===== src/hw/rtl/frf_pkg.sv =====
// Package for the Fresnel reflectance pipeline: payload structs, fixed-point
// constants, stage counts and the one-step functions of the iterative units.
// No dependencies.
`default_nettype none

package frf_pkg;

    localparam int COMP_W     = 16;
    localparam int COMP_FRAC  = COMP_W - 2;
    localparam int PROD_W     = 2 * COMP_W;
    localparam int PROD_SHIFT = 30 - 2 * COMP_FRAC;
    localparam int DOT_W      = PROD_W + PROD_SHIFT + 2;

    localparam logic [15:0] ONE_Q12  = 16'd4096;
    localparam logic [15:0] REFL_ONE = 16'd32768;
    localparam logic [63:0] ONE_Q60  = 64'd1 << 60;
    localparam logic [30:0] ONE_Q30  = 31'd1 << 30;

    localparam int STEPS_PER_STAGE = 2;
    localparam int SQRT_STAGES     = 32 / STEPS_PER_STAGE;
    localparam int DIV_STAGES      = 30 / STEPS_PER_STAGE;
    localparam int FRAC_STAGES     = 30 / STEPS_PER_STAGE;
    localparam int LATENCY = 3 + SQRT_STAGES + 1 + DIV_STAGES + 1 + SQRT_STAGES + 2
                             + FRAC_STAGES + 2;

    typedef struct packed {
        logic signed [15:0] incident_x;
        logic signed [15:0] incident_y;
        logic signed [15:0] incident_z;
        logic signed [15:0] normal_x;
        logic signed [15:0] normal_y;
        logic signed [15:0] normal_z;
        logic [15:0]        index_ratio;
    } fr_in_t;

    typedef struct packed {
        logic [15:0] reflectance;
        logic        total_internal;
        logic        bad_index;
    } fr_out_t;

    // Per-item data that rides alongside the arithmetic units.
    typedef struct packed {
        logic [30:0] c;
        logic [15:0] ei;
        logic [15:0] et;
        logic        bad;
        logic        tir;
    } side_t;

    typedef struct packed {
        logic [63:0] rad;
        logic [33:0] rem;
        logic [31:0] root;
    } sq_state_t;

    typedef struct packed {
        logic [29:0] num;
        logic [15:0] rem;
        logic [29:0] q;
    } div_state_t;

    typedef struct packed {
        logic [46:0] r;
        logic [46:0] d;
        logic [29:0] q;
        logic        one;
    } frac_state_t;

    // One digit of a restoring square root, two radicand bits per digit.
    function automatic sq_state_t sqrt_step(sq_state_t s);
        logic [33:0] rem2;
        logic [33:0] trial;
        sq_state_t n;
        rem2  = {s.rem[31:0], s.rad[63:62]};
        trial = {s.root, 2'b01};
        n.rad = {s.rad[61:0], 2'b00};
        if (rem2 >= trial)
        begin
            n.rem  = rem2 - trial;
            n.root = {s.root[30:0], 1'b1};
        end
        else
        begin
            n.rem  = rem2;
            n.root = {s.root[30:0], 1'b0};
        end
        return n;
    endfunction

    // One quotient bit of a restoring division by a 16-bit divisor.
    function automatic div_state_t div_step(div_state_t s, logic [15:0] d);
        logic [16:0] rem2;
        logic [16:0] diff;
        div_state_t n;
        rem2  = {s.rem, s.num[29]};
        diff  = rem2 - {1'b0, d};
        n.num = {s.num[28:0], 1'b0};
        if (rem2 >= {1'b0, d})
        begin
            n.rem = diff[15:0];
            n.q   = {s.q[28:0], 1'b1};
        end
        else
        begin
            n.rem = rem2[15:0];
            n.q   = {s.q[28:0], 1'b0};
        end
        return n;
    endfunction

    // One bit of a fractional quotient n/d with n < d.
    function automatic frac_state_t frac_step(frac_state_t s);
        logic [47:0] r2;
        logic [47:0] diff;
        frac_state_t n;
        r2    = {s.r, 1'b0};
        diff  = r2 - {1'b0, s.d};
        n.d   = s.d;
        n.one = s.one;
        if (r2 >= {1'b0, s.d})
        begin
            n.r = diff[46:0];
            n.q = {s.q[28:0], 1'b1};
        end
        else
        begin
            n.r = r2[46:0];
            n.q = {s.q[28:0], 1'b0};
        end
        return n;
    endfunction

endpackage

`default_nettype wire


===== src/hw/rtl/frf_div.sv =====
// Pipelined divider for sint = sini * ei / et; the high part of the dividend
// is already below the divisor, so only 30 quotient bits remain. Uses frf_pkg.
`default_nettype none

module frf_div
    import frf_pkg::*;
(
    input  logic        clk,
    input  logic        rst_n,
    input  logic        op_valid,
    input  side_t       op_side,
    input  logic [46:0] numer,
    output logic        res_valid,
    output side_t       res_side,
    output logic [29:0] quotient
);

    logic [DIV_STAGES-1:0] valid_reg;
    side_t      side_reg [DIV_STAGES];
    div_state_t st_reg   [DIV_STAGES];
    div_state_t st_next  [DIV_STAGES];
    div_state_t st_first;

    assign st_first = '{num: numer[29:0], rem: numer[45:30], q: '0};

    for (genvar k = 0; k < DIV_STAGES; k++)
    begin : g_stage
        div_state_t  st_in;
        div_state_t  st_work;
        logic [15:0] divisor;
        if (k == 0)
        begin : g_first
            assign st_in   = st_first;
            assign divisor = op_side.et;
        end
        else
        begin : g_rest
            assign st_in   = st_reg[k-1];
            assign divisor = side_reg[k-1].et;
        end
        always_comb
        begin
            st_work = st_in;
            for (int i = 0; i < STEPS_PER_STAGE; i++)
                st_work = div_step(st_work, divisor);
        end
        assign st_next[k] = st_work;
    end

    always_ff @(posedge clk or negedge rst_n)
    begin
        if (!rst_n)
            valid_reg <= '0;
        else
            valid_reg <= {valid_reg[DIV_STAGES-2:0], op_valid};
    end

    always_ff @(posedge clk)
    begin
        side_reg[0] <= op_side;
        for (int k = 1; k < DIV_STAGES; k++)
            side_reg[k] <= side_reg[k-1];
        for (int k = 0; k < DIV_STAGES; k++)
            st_reg[k] <= st_next[k];
    end

    assign res_valid = valid_reg[DIV_STAGES-1];
    assign res_side  = side_reg[DIV_STAGES-1];
    assign quotient  = st_reg[DIV_STAGES-1].q;

endmodule

`default_nettype wire


===== config.mk =====
export PLATFORM = sky130hd
export DESIGN_NAME = frf_div
export DESIGN_NICKNAME = d
export VERILOG_FILES = /design/src/hw/rtl/frf_pkg.sv /design/src/hw/rtl/frf_div.sv
export SDC_FILE = /design/constraint.sdc
export NUM_CORES = 2
export LEC_CHECK = 0
export BUFFER_PORTS_ARGS = -buffer_cell sky130_fd_sc_hd__clkbuf_2
export CELL_PAD_IN_SITES_DETAIL_PLACEMENT = 0
export CELL_PAD_IN_SITES_GLOBAL_PLACEMENT = 1
export CORE_UTILIZATION = 50
export DETAILED_ROUTE_END_ITERATION = 8
export PLACE_DENSITY = 0.76
export SYNTH_ARGS = -nofsm -noshare
export SYNTH_HDL_FRONTEND = slang
export SYNTH_SLANG_ARGS = --single-unit

===== constraint.sdc =====
create_clock -name clk -period 7.2 [get_ports clk]
set_clock_uncertainty 0.15 [all_clocks]
set_input_delay 1.44 -clock clk [delete_from_list [all_inputs] [get_ports clk]]
set_output_delay 1.44 -clock clk [all_outputs]
set_load 0.005 [all_outputs]

==> results.cfg <==
[run_status]
status = finished, final reports clean

[logic_synthesis]
post-synth-top-count-cell = dfxtp_1
ys_ff_latch = 1664
synthTopCellsByCount = 1649 x dfxtp_1, 480 x ha_1, 386 x inv_1
synth_top_area_share_pct = 54.76
syn_nets = 6052
async_flop_share_pct = 0.9014
yosys.area.top_type = dfxtp_1
synthFlopType = dfxtp_1
syn_area_mm2 = 0.06029
seq_area_frac_synth_pct = 55.38
synthCells = 5428
syn_area_per_cell_um2 = 11.11
synth_area_leaders = dfxtp_1 55%, ha_1 10%, mux2_2 5.1%, xnor2_1 3.4%, a21oi_1 2.8%
synth_edf_count = 0
yosys_warnings = 0
synthDistinctLibCells = 78

[drt]
drtAntennaViolNets = 0
routedWlPerCell_um = 16.09
dr.first_iter.drc_count = 1879
first_pass_iters = 6
vias = 37573
drc = 0
vias_per_cell = 5.048
wl_um = 119700

[finish]
drive_gt1_share_pct = 14.11
layout.cells.non_filler = 7443
num_antenna_cells = 0
syn_to_final_growth_pct = 13.78
fin_nets = 6331
largest_reg_flops = 975

[global_routing]
antenna_found_initial = 6
grt_start_max_net_pins = 27
grtUsageTotal_pct = 19.66
grt_pass1_vias = 36665
grt-ovfl-total = 0
grt_first_pass_wirelength_um = 191300

[timing]
rsz0062_at_grt = no
tightest_slew_ns = 0.9168
post-route-min-period_ns = 6.131
hold_viol = 0
period_share_pct = 85.16
setup_viol = 0
drv_slew = 0
max_clock_freq_mhz = 163.1
slew_headroom_pct = 38.73
finalSetupTns_ns = 0

[die]
initial_core_util_pct = 50.32
die_y_um = 349.2
std_cell_rows = 127
die_area_mm2 = 0.1220
ios = 211
fp.dieW_um = 349.2
core_mm2 = 0.1198

[critical_path]
startpoint_type = flop
crit_slowest_cell = o31ai_1
critPathTopFamily = compound AO/OA/AOI/OAI gates
critical_path_required_ns = 7.71
worstPathCellList = inv_1 > ha_1 > nor2b_1 > o31ai_1 > nand2_1 > a221o_1 > a311oi_2 > a31oi_2 > buf_4 > a21oi_1 > ha_1 > nor2b_1 > o211ai_1 > a31oi_1 > o211ai_1 > a21oi_1 > o21ai_0 > a21boi_0 > a2111oi_4 > buf_4 > mux2i_1
crit_path_end_kind = flop
crit_path_start = side_reg[0][458]
crit_type = reg -> reg
r2r_start = side_reg[0][458]
rr_worst_depth = 21
worstPathArrival_ns = 6.64
crit_path_end = st_reg[1][30]
path_buf_inv = 3
slowest_delay_ns = 0.42
reg2reg_setup_slack_ns = 1.07
cp.depth = 21
crit_fanout = 21
rr_endpoint = st_reg[1][30]

[clocking]
cts_buffers = 160
post-cts-setup-buffers = 0
clk_latency_ns = 0.81
cts_hold_buffers = 0
root_buffer = clkbuf_16
path_clk_slew_ns = 0.06
cts_buffer_depth = 3
cts_tree = yes
cts.sinks = 1664
cts_resized = 0
htreeDepth = 4

[place]
port_buffers = 209
place.gp.congestion = 0.9038
hpwl_um = 90850
dpl.cell_count = 7157

[hold_path]
hold_class = reg -> reg

[flow_run]
cap_violations = 0
routing by layer:
metal	vias up	GRT usage [%]	part of all wire, %
met5	-	0	0.031
met2	669	31.62	45
met1	17382	26.46	48
met3	163	4.077	4.5
met4	6	5.988	2.1
li1	19353	-	-
worst min path at each step:
stage,startpoint,end,depth (start not counted)
finish,st_reg[0][360],st_reg[0][436],0
detailed placement,st_reg[0][304],st_reg[0][380],0
CTS,st_reg[0][292],st_reg[0][368],0
global route,st_reg[0][292],st_reg[0][368],0
floorplan,side_reg[0][35],side_reg[0][100],0
global placement,side_reg[0][493],side_reg[1][38],0
cell usage in the layout, fill, tap and decap left out, types with 19 or more instances in the layout:
cell / instances
or2_2: 22
nor3_1: 89
a21o_1: 123
mux2i_1: 19
nand3_1: 79
nand2b_1: 49
clkinv_2: 23
dfxtp_1: 1649
a211oi_1: 46
xor2_1: 105
o31ai_1: 29
nor2b_1: 52
o211ai_1: 23
clkbuf_16: 161
o21a_1: 69
mux2_2: 274
buf_4: 29
o21ai_0: 246
clkbuf_2: 209
xnor2_1: 237
nand2_1: 251
and3_1: 24
inv_1: 386
clkbuf_1: 19
o21bai_1: 43
bufinv_16: 20
nor2_1: 297
a21oi_1: 343
a31oi_1: 34
clkbuf_8: 26
nand4_1: 56
fa_1: 29
ha_1: 480
stage by stage:
step	util (%)	area [um^2]	setup slack, ns	hold slack [ns]
final	57.25	68600	1.069	0.1446
after detailed placement	52.47	62870	0.6563	0.1621
after floorplan	-	60290	0.9716	0.1596
after global routing	57.25	68600	0.6811	0.1504
after CTS	57.25	68600	1.124	0.1421
after global placement	52.47	62870	0.6452	0.1596
cells by family after synthesis:
| group | after synthesis | synth area share, % |
|---|---|---|
| buffers and inverters | 510 | 3.615 |
| multiplexers | 293 | 5.433 |
| adder cells (fa/ha/maj) | 509 | 10.92 |
| AO/OA/AOI/OAI | 1125 | 11.99 |
| flip-flops | 1664 | 55.38 |
| XOR/XNOR | 342 | 4.968 |
| AND/OR/NAND/NOR | 985 | 7.689 |
layout make-up:
| class | count | area [um^2] |
|---|---|---|
| fill | 10292 | 51220 |
| sequential | 1664 | 33390 |
| multi-input combinational | 3254 | 24740 |
| clock buffer | 206 | 4458 |
| tap | 1612 | 2017 |
| inverter | 389 | 1460 |
| clock inverter | 80 | 1272 |
| timing repair buffer | 238 | 1264 |
Power is not shown: default switching activity piles up to over one toggle a cycle in this logic, so the estimate is an artifact.
