## src/hw/rtl/frf_pkg.sv

```systemverilog
// Package for the Fresnel reflectance pipeline: payload structs, fixed-point
// constants, stage counts and the one-step functions of the iterative units.
// No dependencies.
`default_nettype none

package frf_pkg;

    localparam int COMP_W     = 16;
    localparam int COMP_FRAC  = COMP_W - 2;
    localparam int PROD_W     = 2 * COMP_W;
    localparam int PROD_SHIFT = 30 - 2 * COMP_FRAC;
    localparam int DOT_W      = PROD_W + PROD_SHIFT + 2;

    localparam logic [15:0] ONE_Q12  = 16'd4096;
    localparam logic [15:0] REFL_ONE = 16'd32768;
    localparam logic [63:0] ONE_Q60  = 64'd1 << 60;
    localparam logic [30:0] ONE_Q30  = 31'd1 << 30;

    localparam int STEPS_PER_STAGE = 2;
    localparam int SQRT_STAGES     = 32 / STEPS_PER_STAGE;
    localparam int DIV_STAGES      = 30 / STEPS_PER_STAGE;
    localparam int FRAC_STAGES     = 30 / STEPS_PER_STAGE;
    localparam int LATENCY = 3 + SQRT_STAGES + 1 + DIV_STAGES + 1 + SQRT_STAGES + 2
                             + FRAC_STAGES + 2;

    typedef struct packed {
        logic signed [15:0] incident_x;
        logic signed [15:0] incident_y;
        logic signed [15:0] incident_z;
        logic signed [15:0] normal_x;
        logic signed [15:0] normal_y;
        logic signed [15:0] normal_z;
        logic [15:0]        index_ratio;
    } fr_in_t;

    typedef struct packed {
        logic [15:0] reflectance;
        logic        total_internal;
        logic        bad_index;
    } fr_out_t;

    // Per-item data that rides alongside the arithmetic units.
    typedef struct packed {
        logic [30:0] c;
        logic [15:0] ei;
        logic [15:0] et;
        logic        bad;
        logic        tir;
    } side_t;

    typedef struct packed {
        logic [63:0] rad;
        logic [33:0] rem;
        logic [31:0] root;
    } sq_state_t;

    typedef struct packed {
        logic [29:0] num;
        logic [15:0] rem;
        logic [29:0] q;
    } div_state_t;

    typedef struct packed {
        logic [46:0] r;
        logic [46:0] d;
        logic [29:0] q;
        logic        one;
    } frac_state_t;

    // One digit of a restoring square root, two radicand bits per digit.
    function automatic sq_state_t sqrt_step(sq_state_t s);
        logic [33:0] rem2;
        logic [33:0] trial;
        sq_state_t n;
        rem2  = {s.rem[31:0], s.rad[63:62]};
        trial = {s.root, 2'b01};
        n.rad = {s.rad[61:0], 2'b00};
        if (rem2 >= trial)
        begin
            n.rem  = rem2 - trial;
            n.root = {s.root[30:0], 1'b1};
        end
        else
        begin
            n.rem  = rem2;
            n.root = {s.root[30:0], 1'b0};
        end
        return n;
    endfunction

    // One quotient bit of a restoring division by a 16-bit divisor.
    function automatic div_state_t div_step(div_state_t s, logic [15:0] d);
        logic [16:0] rem2;
        logic [16:0] diff;
        div_state_t n;
        rem2  = {s.rem, s.num[29]};
        diff  = rem2 - {1'b0, d};
        n.num = {s.num[28:0], 1'b0};
        if (rem2 >= {1'b0, d})
        begin
            n.rem = diff[15:0];
            n.q   = {s.q[28:0], 1'b1};
        end
        else
        begin
            n.rem = rem2[15:0];
            n.q   = {s.q[28:0], 1'b0};
        end
        return n;
    endfunction

    // One bit of a fractional quotient n/d with n < d.
    function automatic frac_state_t frac_step(frac_state_t s);
        logic [47:0] r2;
        logic [47:0] diff;
        frac_state_t n;
        r2    = {s.r, 1'b0};
        diff  = r2 - {1'b0, s.d};
        n.d   = s.d;
        n.one = s.one;
        if (r2 >= {1'b0, s.d})
        begin
            n.r = diff[46:0];
            n.q = {s.q[28:0], 1'b1};
        end
        else
        begin
            n.r = r2[46:0];
            n.q = {s.q[28:0], 1'b0};
        end
        return n;
    endfunction

endpackage

`default_nettype wire

```

## src/hw/rtl/frf_dot.sv

```systemverilog
// Front end: dot product of incident and normal, clamp, index selection and
// the radicand 1 - cos^2 for the first square root. Depends on frf_pkg.
`default_nettype none

module frf_dot
    import frf_pkg::*;
(
    input  logic        clk,
    input  logic        rst_n,
    input  logic        item_valid,
    input  fr_in_t      item,
    output logic        res_valid,
    output side_t       res_side,
    output logic [63:0] radicand
);

    localparam logic signed [DOT_W-1:0] POS_ONE = DOT_W'(64'sd1073741824);
    localparam logic signed [DOT_W-1:0] NEG_ONE = -POS_ONE;

    logic [2:0] valid_reg;

    logic signed [PROD_W-1:0] px_reg, py_reg, pz_reg;
    logic signed [PROD_W-1:0] px_next, py_next, pz_next;
    logic [15:0]              idx1_reg, idx2_reg;

    logic signed [DOT_W-1:0]  sum;
    logic signed [31:0]       dot_reg, dot_next;

    logic [31:0] mag;
    logic [61:0] csq;
    side_t       side_reg, side_next;
    logic [63:0] rad_reg, rad_next;

    assign px_next = $signed(item.incident_x[COMP_W-1:0]) * $signed(item.normal_x[COMP_W-1:0]);
    assign py_next = $signed(item.incident_y[COMP_W-1:0]) * $signed(item.normal_y[COMP_W-1:0]);
    assign pz_next = $signed(item.incident_z[COMP_W-1:0]) * $signed(item.normal_z[COMP_W-1:0]);

    always_comb
    begin
        sum = (DOT_W'(px_reg) + DOT_W'(py_reg) + DOT_W'(pz_reg)) <<< PROD_SHIFT;
        if (sum > POS_ONE)
            dot_next = 32'(POS_ONE);
        else if (sum < NEG_ONE)
            dot_next = 32'(NEG_ONE);
        else
            dot_next = 32'(sum);
    end

    always_comb
    begin
        mag = (dot_reg < 0) ? 32'(-dot_reg) : 32'(dot_reg);
        csq = 62'(mag[30:0]) * 62'(mag[30:0]);
        side_next.c   = mag[30:0];
        // A ray that leaves the surface sees the two media swapped.
        side_next.ei  = (dot_reg > 0) ? idx2_reg : ONE_Q12;
        side_next.et  = (dot_reg > 0) ? ONE_Q12 : idx2_reg;
        side_next.bad = (idx2_reg == 16'd0);
        side_next.tir = 1'b0;
        rad_next      = ONE_Q60 - 64'(csq);
    end

    always_ff @(posedge clk or negedge rst_n)
    begin
        if (!rst_n)
            valid_reg <= '0;
        else
            valid_reg <= {valid_reg[1:0], item_valid};
    end

    always_ff @(posedge clk)
    begin
        px_reg   <= px_next;
        py_reg   <= py_next;
        pz_reg   <= pz_next;
        idx1_reg <= item.index_ratio;
        dot_reg  <= dot_next;
        idx2_reg <= idx1_reg;
        side_reg <= side_next;
        rad_reg  <= rad_next;
    end

    assign res_valid = valid_reg[2];
    assign res_side  = side_reg;
    assign radicand  = rad_reg;

endmodule

`default_nettype wire

```

## config.mk

```make
export PLATFORM = sky130hd
export DESIGN_NAME = frf_dot
export DESIGN_NICKNAME = d
export VERILOG_FILES = /design/src/hw/rtl/frf_pkg.sv /design/src/hw/rtl/frf_dot.sv
export SDC_FILE = /design/constraint.sdc
export NUM_CORES = 2
export LEC_CHECK = 0
export BUFFER_PORTS_ARGS = -buffer_cell sky130_fd_sc_hd__buf_4
export CAP_MARGIN = 20
export CORE_UTILIZATION = 50
export CTS_BUF_LIST = sky130_fd_sc_hd__clkbuf_8 sky130_fd_sc_hd__clkbuf_16
export CTS_CLUSTER_SIZE = 16
export DETAILED_ROUTE_END_ITERATION = 7
export PLACE_DENSITY = 0.69
export SETUP_SLACK_MARGIN = 0.1
export SYNTH_ARGS = -nofsm -noshare
export SYNTH_HDL_FRONTEND = slang
export SYNTH_SLANG_ARGS = --single-unit
```

## constraint.sdc

```tcl
create_clock -name clk -period 9.45 [get_ports clk]
set_clock_uncertainty 0.05 [all_clocks]
set_input_delay 1.89 -clock clk [delete_from_list [all_inputs] [get_ports clk]]
set_output_delay 1.89 -clock clk [all_outputs]
set_load 0.01 [all_outputs]
```

==> results.ini <==
[status]
outcome=finished, final reports clean

[critical_path]
reg2reg_setup_slack_ps=140
crit_required_ps=9920
cp-end-kind=flip-flop
crit_fanout=8
cp.arrival_ps=9790
critPathCapture=radicand[59]$_DFF_P_
worstReg2RegStart=dot_reg[9]$_SDFF_PP0_
crit_top_cell=fa_1
critical_path_class=reg2reg
crit_start=dot_reg[9]$_SDFF_PP0_
r2r-end=radicand[59]$_DFF_P_
slowest_stage=fa_2
slowest_delay_ps=610
startpoint_type=flip-flop
rr_worst_depth=32

[placement]
post_dp_cell_area_sq_um=69400
dp_cells=8854
dp_hpwl_um=138000
routabilityCongestion=0.966
port_buffers=237

[yosys]
syn_inst=6908
ys_seq_area_frac=0.0874
synth_top_cell_by_area=fa_1
synth_seq_cells=280
ys.warnings.count=0
yosysMostFrequentCell=inv_1
yosysTopAreaCellShare=0.465
ys_types=88
synth_commonest_cells=inv_1 (1898), fa_1 (1493), nand2_1 (756)
synth_edf_count=0
avgSynthCellArea_sq_um=9.31
synth_area_leaders=fa_1 (46%), ha_1 (12%), inv_1 (11%)
yosys_most_used_dff=dfxtp_1
synthArstFlopShare=0.0107
syn_area_sq_um=64300

[clock_tree]
numCtsBuffers=34
clock_path_buffers=3
cts.clk_slew.worst_paths_ps=60
root_buffer=clkbuf_16
cts_tree=done
htree_levels=2
clock_latency_ps=580
cts_sinks=280
cts_hold_buf=0

[die]
num_rows=131
die_w_um=361
start_util=0.504
die_h_um=361
core_sq_um=128000
die_area_sq_um=130000
io_pins=245

[global_route]
grt_pass1_wl_um=263000
grt_max_degree=32
grt_remaining_overflow=0
grt_usage=0.256
grt_pass1_vias=50170
antenna_found_initial=13

[finish]
layoutNonFillerInstCount=8940
largest_register_ffs=61
area_growth_pct=10.9
drive_above_1_share=0.100
final_area_sq_um=71300
nets=9458

[sta]
fmax_ghz=0.107
rsz0062_at_grt=true
tightest_slew_ps=932
finalMaxSlewViolations=0
whs_ps=275
setup_viol=0
hold_viol_final=0
relSlewSlack=0.373
finalCritPeriodShare=0.985
fin_crit_ps=9310

[routing]
avgViaCountPerCell=5.13
drt_iter0_drc=2881
drt-total-wl_um=161000
drc_errors=0
vias=45900
firstDrtPassIters=6
ant_nets=0
wl_per_cell_um=18.0

[job]
drv_cap=0

[hold_path]
whs_path_depth=0
hold_path.class=reg2reg

-- how the worst min path moves through the flow --
| stage | start | endpoint | slack (ps) |
|---|---|---|---|
| after floorplan | idx1_reg[0]$_DFF_P_ | idx2_reg[0]$_DFF_P_ | 260 |
| after global placement | idx1_reg[11]$_DFF_P_ | idx2_reg[11]$_DFF_P_ | 260 |
| after detailed placement | idx1_reg[10]$_DFF_P_ | idx2_reg[10]$_DFF_P_ | 260 |
| after CTS | idx1_reg[10]$_DFF_P_ | idx2_reg[10]$_DFF_P_ | 280 |
| after global routing | idx1_reg[5]$_DFF_P_ | idx2_reg[5]$_DFF_P_ | 280 |
| final | idx1_reg[13]$_DFF_P_ | idx2_reg[13]$_DFF_P_ | 270 |
-- critical path: cells and delay by family, from the launching register on --
family                   cells  cell delay (ps)
AO/OA/AOI/OAI                7             1440
XOR/XNOR                     1              140
adder cells (fa/ha/maj)      9             4290
buffers and inverters        7              900
flip-flops                   1              310
AND/OR/NAND/NOR              8             2150
-- through the flow --
| stage | setup slack [ps] | TNS (ps) | util |
|---|---|---|---|
| final | 140 | 0 | 0.560 |
| after global routing | -153 | -505 | 0.560 |
| after CTS | 78.3 | 0 | 0.555 |
| after detailed placement | -343 | -1650 | 0.544 |
| after global placement | -296 | -1300 | 0.544 |
| after floorplan | 101 | 0 | - |
-- layer usage --
metal / GRT usage / wire [um] / vias up
met2: 0.444 / 79300 / 1476
met3: 0.0341 / 10200 / 317
met1: 0.329 / 65400 / 23199
met5: 0 / 17 / -
li1: - / - / 20906
met4: 0.0827 / 5550 / 2
-- cells by family (layout without fill, tap and decap cells) --
family | Yosys count | in the layout | share of synthesized area
AND/OR/NAND/NOR | 1636 | 1636 | 0.119
AO/OA/AOI/OAI | 529 | 529 | 0.0531
XOR/XNOR | 230 | 230 | 0.0317
other | 1 | 17 | 0.0000583
multiplexers | 8 | 8 | 0.00130
flip-flops | 280 | 280 | 0.0874
buffers and inverters | 2125 | 2479 | 0.125
adder cells (fa/ha/maj) | 2099 | 2099 | 0.582
-- cells in the final DEF (no fill, tap or decap), types with 27 or more instances in the layout --
cell       Yosys  layout
inv_1       1898    1891
o21ai_0       89      76
nand2_1      756     744
and2_1       310     310
a21o_1        78      78
buf_4         10     483
nor2_1       283     269
a21oi_1      183     176
nor3_1        28      27
fa_1        1493    1478
ha_1         606     596
xor2_1        64      63
clkbuf_16      0      34
nand3_1       40      39
nand2b_1      72      72
dfxtp_1      277     277
xnor2_1      164     149
-- final cells by class --
| class | count | area [sq um] |
|---|---|---|
| sequential | 280 | 5620 |
| inverter | 1915 | 7190 |
| clock buffer | 43 | 975 |
| timing repair buffer | 503 | 3900 |
| clock inverter | 18 | 236 |
| fill | 11225 | 56200 |
| tap | 1662 | 2080 |
| antenna | 9 | 22.5 |
| multi-input combinational | 4510 | 51300 |
-- repair_timing --
item,CTS,global route
endpoints found under the hold margin,0,0
buffers inserted,4,12
resized for setup,29,124
pin swaps,19,62
endpoints found under the setup margin,13,23
Power is left out: the tool's default activity adds up to more than one toggle a clock period on the data nets, which glitch-free logic cannot reach.
