File: src/hw/rtl/frf_pkg.sv
// Package for the Fresnel reflectance pipeline: payload structs, fixed-point
// constants, stage counts and the one-step functions of the iterative units.
// No dependencies.
`default_nettype none

package frf_pkg;

    localparam int COMP_W     = 16;
    localparam int COMP_FRAC  = COMP_W - 2;
    localparam int PROD_W     = 2 * COMP_W;
    localparam int PROD_SHIFT = 30 - 2 * COMP_FRAC;
    localparam int DOT_W      = PROD_W + PROD_SHIFT + 2;

    localparam logic [15:0] ONE_Q12  = 16'd4096;
    localparam logic [15:0] REFL_ONE = 16'd32768;
    localparam logic [63:0] ONE_Q60  = 64'd1 << 60;
    localparam logic [30:0] ONE_Q30  = 31'd1 << 30;

    localparam int STEPS_PER_STAGE = 2;
    localparam int SQRT_STAGES     = 32 / STEPS_PER_STAGE;
    localparam int DIV_STAGES      = 30 / STEPS_PER_STAGE;
    localparam int FRAC_STAGES     = 30 / STEPS_PER_STAGE;
    localparam int LATENCY = 3 + SQRT_STAGES + 1 + DIV_STAGES + 1 + SQRT_STAGES + 2
                             + FRAC_STAGES + 2;

    typedef struct packed {
        logic signed [15:0] incident_x;
        logic signed [15:0] incident_y;
        logic signed [15:0] incident_z;
        logic signed [15:0] normal_x;
        logic signed [15:0] normal_y;
        logic signed [15:0] normal_z;
        logic [15:0]        index_ratio;
    } fr_in_t;

    typedef struct packed {
        logic [15:0] reflectance;
        logic        total_internal;
        logic        bad_index;
    } fr_out_t;

    // Per-item data that rides alongside the arithmetic units.
    typedef struct packed {
        logic [30:0] c;
        logic [15:0] ei;
        logic [15:0] et;
        logic        bad;
        logic        tir;
    } side_t;

    typedef struct packed {
        logic [63:0] rad;
        logic [33:0] rem;
        logic [31:0] root;
    } sq_state_t;

    typedef struct packed {
        logic [29:0] num;
        logic [15:0] rem;
        logic [29:0] q;
    } div_state_t;

    typedef struct packed {
        logic [46:0] r;
        logic [46:0] d;
        logic [29:0] q;
        logic        one;
    } frac_state_t;

    // One digit of a restoring square root, two radicand bits per digit.
    function automatic sq_state_t sqrt_step(sq_state_t s);
        logic [33:0] rem2;
        logic [33:0] trial;
        sq_state_t n;
        rem2  = {s.rem[31:0], s.rad[63:62]};
        trial = {s.root, 2'b01};
        n.rad = {s.rad[61:0], 2'b00};
        if (rem2 >= trial)
        begin
            n.rem  = rem2 - trial;
            n.root = {s.root[30:0], 1'b1};
        end
        else
        begin
            n.rem  = rem2;
            n.root = {s.root[30:0], 1'b0};
        end
        return n;
    endfunction

    // One quotient bit of a restoring division by a 16-bit divisor.
    function automatic div_state_t div_step(div_state_t s, logic [15:0] d);
        logic [16:0] rem2;
        logic [16:0] diff;
        div_state_t n;
        rem2  = {s.rem, s.num[29]};
        diff  = rem2 - {1'b0, d};
        n.num = {s.num[28:0], 1'b0};
        if (rem2 >= {1'b0, d})
        begin
            n.rem = diff[15:0];
            n.q   = {s.q[28:0], 1'b1};
        end
        else
        begin
            n.rem = rem2[15:0];
            n.q   = {s.q[28:0], 1'b0};
        end
        return n;
    endfunction

    // One bit of a fractional quotient n/d with n < d.
    function automatic frac_state_t frac_step(frac_state_t s);
        logic [47:0] r2;
        logic [47:0] diff;
        frac_state_t n;
        r2    = {s.r, 1'b0};
        diff  = r2 - {1'b0, s.d};
        n.d   = s.d;
        n.one = s.one;
        if (r2 >= {1'b0, s.d})
        begin
            n.r = diff[46:0];
            n.q = {s.q[28:0], 1'b1};
        end
        else
        begin
            n.r = r2[46:0];
            n.q = {s.q[28:0], 1'b0};
        end
        return n;
    endfunction

endpackage

`default_nettype wire

File: src/hw/rtl/frf_sqrt.sv
// Pipelined restoring square root, a fixed number of digits per stage.
// Depends on frf_pkg.
`default_nettype none

module frf_sqrt
    import frf_pkg::*;
(
    input  logic        clk,
    input  logic        rst_n,
    input  logic        op_valid,
    input  side_t       op_side,
    input  logic [63:0] radicand,
    output logic        res_valid,
    output side_t       res_side,
    output logic [30:0] root
);

    logic [SQRT_STAGES-1:0] valid_reg;
    side_t     side_reg [SQRT_STAGES];
    sq_state_t st_reg   [SQRT_STAGES];
    sq_state_t st_next  [SQRT_STAGES];
    sq_state_t st_first;

    assign st_first = '{rad: radicand, rem: '0, root: '0};

    for (genvar k = 0; k < SQRT_STAGES; k++)
    begin : g_stage
        sq_state_t st_in;
        sq_state_t st_work;
        if (k == 0)
        begin : g_first
            assign st_in = st_first;
        end
        else
        begin : g_rest
            assign st_in = st_reg[k-1];
        end
        always_comb
        begin
            st_work = st_in;
            for (int i = 0; i < STEPS_PER_STAGE; i++)
                st_work = sqrt_step(st_work);
        end
        assign st_next[k] = st_work;
    end

    always_ff @(posedge clk or negedge rst_n)
    begin
        if (!rst_n)
            valid_reg <= '0;
        else
            valid_reg <= {valid_reg[SQRT_STAGES-2:0], op_valid};
    end

    always_ff @(posedge clk)
    begin
        side_reg[0] <= op_side;
        for (int k = 1; k < SQRT_STAGES; k++)
            side_reg[k] <= side_reg[k-1];
        for (int k = 0; k < SQRT_STAGES; k++)
            st_reg[k] <= st_next[k];
    end

    assign res_valid = valid_reg[SQRT_STAGES-1];
    assign res_side  = side_reg[SQRT_STAGES-1];
    assign root      = st_reg[SQRT_STAGES-1].root[30:0];

endmodule

`default_nettype wire

File: config.mk
export PLATFORM = sky130hd
export DESIGN_NAME = frf_sqrt
export DESIGN_NICKNAME = d
export VERILOG_FILES = /design/src/hw/rtl/frf_pkg.sv /design/src/hw/rtl/frf_sqrt.sv
export SDC_FILE = /design/constraint.sdc
export NUM_CORES = 2
export LEC_CHECK = 0
export ABC_AREA = 0
export BUFFER_PORTS_ARGS = -buffer_cell sky130_fd_sc_hd__buf_2
export CORE_UTILIZATION = 40
export DETAILED_ROUTE_END_ITERATION = 6
export SETUP_SLACK_MARGIN = 0.15
export SYNTH_ARGS = -nofsm -noshare
export SYNTH_HDL_FRONTEND = slang
export SYNTH_SLANG_ARGS = --single-unit
File: constraint.sdc
create_clock -name clk -period 10.6 [get_ports clk]
set_input_delay 1.06 -clock clk [delete_from_list [all_inputs] [get_ports clk]]
set_output_delay 1.06 -clock clk [all_outputs]
set_load 0.05 [all_outputs]
==> flow_summary.ini <==
[finish]
final_nets = 9863
largest_reg_flops = 1210
design_area_um2 = 101000
final_util = 0.459
final_common_cell = dfxtp_1
drive_gt1_frac = 0.0977
syn_to_final_growth_pct = 13.9
final_cell_mix = dfxtp_1 (2250), nand2_1 (666), a21oi_1 (628)

[detailed_routing]
drt-total-wl_mm = 217
avgRoutedWirePerCell_um = 17.6
vias_per_cell = 5.15
first_pass_iters = 6
num_vias = 63570
drt-initial-drc-count = 4089
drc_errors = 0
detail-route-antenna-nets = 0

[cts]
h-tree-depth = 4
clk_path_buf_depth = 3
cts_tree = yes
cts-root-buf = clkbuf_16
clkLatencyLatePin_ns = 0.89
cts.clk_slew.worst_paths_ns = 0.06
cts_sinks = 2266
cts_buffers = 225
ctsResizeCount = 0

[pwr]
p_per_area_nw_per_um2 = 246
p_total_uw = 24800
max-vdd-ir-drop_mv = 0.181
p_leak_uw = 0.0455

[timing]
fmax_mhz = 133
period_minus_slack_ns = 7.54
fin_setup_tns_ns = 0
fin_crit_sh = 0.712
skew_ns = 0.0935
grt_setup_unrepaired = false
tightest_slew_ns = 1.06
hold_ws_ns = 0.264
setup_viol = 0
maxSlewHeadroom = 0.287
hold_viol = 0
drv_slew = 0

[logic_synthesis]
synth_compound_area_frac = 0.143
yosysTopAreaCell = dfxtp_1
synth-adder-area-share = 0.0790
synthCells = 8930
syn_area_um2 = 88500
synth.distinct_cells = 99
synth.area.top_cells = dfxtp_1 (51%), ha_1 (7.9%), xnor2_1 (4.1%)
ys.flop_type = dfxtp_1
synth-simple-area-share = 0.143
ys_seq_elements = 2266
yosys_warnings = 0
synth-edff-count = 0
avgSynthCellArea_um2 = 9.91
synthArstFlopShare = 0.00706
synth_top_area_share = 0.509
synth.area.mux_share = 0.0205
synth_top_family_by_area = simple AND/OR/NAND/NOR gates
yosysSeqAreaShare = 0.513
synth-xor-area-share = 0.0684

[worst_hold_path]
hp-class = flip-flop to flip-flop

[global_routing]
grtUsageMet3 = 0.0302
overflow = 0
grt_max_degree = 46
busiest_layer = met2
grt_pass1_vias = 61916
grtUsageMet1 = 0.246
grt_pass1_wl_mm = 339
track_usage = 0.189
grt_util_met2 = 0.317
antenna_found_initial = 9

[critical_path]
cp_max_fo = 24
reg2regPathDepth = 22
reg2reg_slack_ns = 3.06
crit_path_max_incr_delay_ns = 0.94
crit_slowest_cell = clkinv_1
crit_required_ns = 11.31
cp-endpoint = st_reg[1][300]$_DFF_P_
crit_path_start_kind = flip-flop
worstSetupEndpointType = flip-flop
worstPathArrival_ns = 8.25
startpoint = st_reg[1][134]$_DFF_P_
crit_top_cell = a21o_1
worstSetupPathType = flip-flop to flip-flop
timing.rr.end = st_reg[1][300]$_DFF_P_
r2r-start = st_reg[1][134]$_DFF_P_
cp_cell_sequence = inv_1 > ha_1 > nand4_1 > nor3_1 > o21a_1 > a2111oi_1 > buf_4 > o21ai_2 > buf_4 > nor2_1 > a21oi_1 > ha_1 > a21o_1 > a21o_1 > a21o_1 > a21o_1 > o21ai_0 > a41oi_1 > nor2_1 > and4b_1 > clkinv_1 > mux2_2

[floorplan]
die_w_um = 472
ios = 229
fp-row-count = 172
core-area_um2 = 220000
fp.dieH_um = 472
die_area_um2 = 223000
start_util = 0.403

[placement]
portBuffers = 228
place_area_um2 = 92500
dp_hpwl_mm = 167
gp_congestion = 0.930

[outcome]
outcome = finished clean

[flow_run]
maxCapViolations = 0
cells in the mapped netlist, types with 18 or more instances:
library cell and count:
nor2b_1 71, o31ai_1 70, mux2_2 136, a21oi_1 629, mux2i_1 28, nor2_1 617, or2_2 56, ha_1 558
clkbuf_1 163, or4_1 40, xor2_1 273, or3_1 59, xnor2_1 418, a41oi_1 20, a211o_1 28, buf_1 18
o21a_1 94, o21bai_1 60, nor4_1 95, o2111ai_1 21, and2_1 51, o31a_1 18, a211oi_1 44, a21boi_0 23
a21o_1 253, nand3b_1 28, and4_1 29, a2111oi_0 19, nand2_1 666, o21ai_0 402, inv_1 450, nor3b_1 32
nand2b_1 103, nand4_1 118, a31oi_1 74, o22ai_1 19, nand3_1 201, dfxtp_1 2250, o211ai_1 47, buf_4 65
nor3_1 234, and3_1 71
per-stage QoR:
step / setup slack [ns] / instances
after detailed placement: 3.14 / 11903
after global placement: 3.25 / 11903
after floorplan: 4.55 / 8932
final: 3.06 / 12332
after CTS: 3.06 / 12330
after global routing: 2.46 / 12331
area by class of cell:
| class | count | area (um2) |
|---|---|---|
| Fill cell | 20807 | 119000 |
| Clock inverter | 126 | 1900 |
| Sequential cell | 2266 | 45400 |
| Antenna cell | 2 | 5.00 |
| Inverter | 459 | 1720 |
| Multi-Input combinational cell | 5954 | 40200 |
| Clock buffer | 300 | 6380 |
| Timing Repair Buffer | 267 | 1440 |
| Tap cell | 2958 | 3700 |
kinds of logic (layout without fill, tap and decap cells):
logic type / Yosys count / after routing
xor gates and xnor gates: 691 / 691
adders and majority gates: 559 / 559
AOI/OAI and AO/OA: 1984 / 1984
DFF: 2266 / 2266
muxes: 164 / 164
and+or+nand+nor: 2553 / 2553
other: 1 / 5
buffers and inverters: 712 / 1152
how the worst min path moves through the flow:
stage | start | end | slack, ns | cells after the start
6_report | st_reg[0][636]$_DFF_P_ | st_reg[0][764]$_DFF_P_ | 0.26 | 0
5_1_grt | op_side[3] | side_reg[0][3]$_DFF_P_ | 0.19 | 1
4_1_cts | op_side[1] | side_reg[0][1]$_DFF_P_ | 0.16 | 1
3_5_place_dp | side_reg[0][61]$_DFF_P_ | side_reg[0][126]$_DFF_P_ | 0.31 | 0
3_3_place_gp | side_reg[0][336]$_DFF_P_ | side_reg[0][401]$_DFF_P_ | 0.31 | 0
2_1_floorplan | side_reg[0][35]$_DFF_P_ | side_reg[0][100]$_DFF_P_ | 0.31 | 0
power by group:
| group | internal [uW] | switching, uW |
|---|---|---|
| registers | 9530 | 773 |
| clock network | 5050 | 3450 |
| logic | 2410 | 3610 |
| total | 17000 | 7840 |
metal layers:
layer	share of wire	up-vias
li1	-	31834
met1	0.46	29861
met2	0.46	1503
met3	0.046	370
met4	0.032	2
met5	0.000051	-
what timing repair did:
item / in CTS / in global routing
hold endpoints to repair: 16 / 0
hold buffers: 1 / 0
setup endpoints to repair: 0 / 0
setup buffers: 0 / 0
critical path, delay by kind of cell, from the launching register on:
| family | cells | cell delay, ns |
|---|---|---|
| DFF | 1 | 0.33 |
| and+or+nand+nor | 5 | 1.79 |
| AOI/OAI and AO/OA | 10 | 2.34 |
| muxes | 1 | 0.55 |
| adders and majority gates | 2 | 0.75 |
| buffers and inverters | 4 | 1.59 |
No activity file was read; power rests on OpenSTA's default activity.
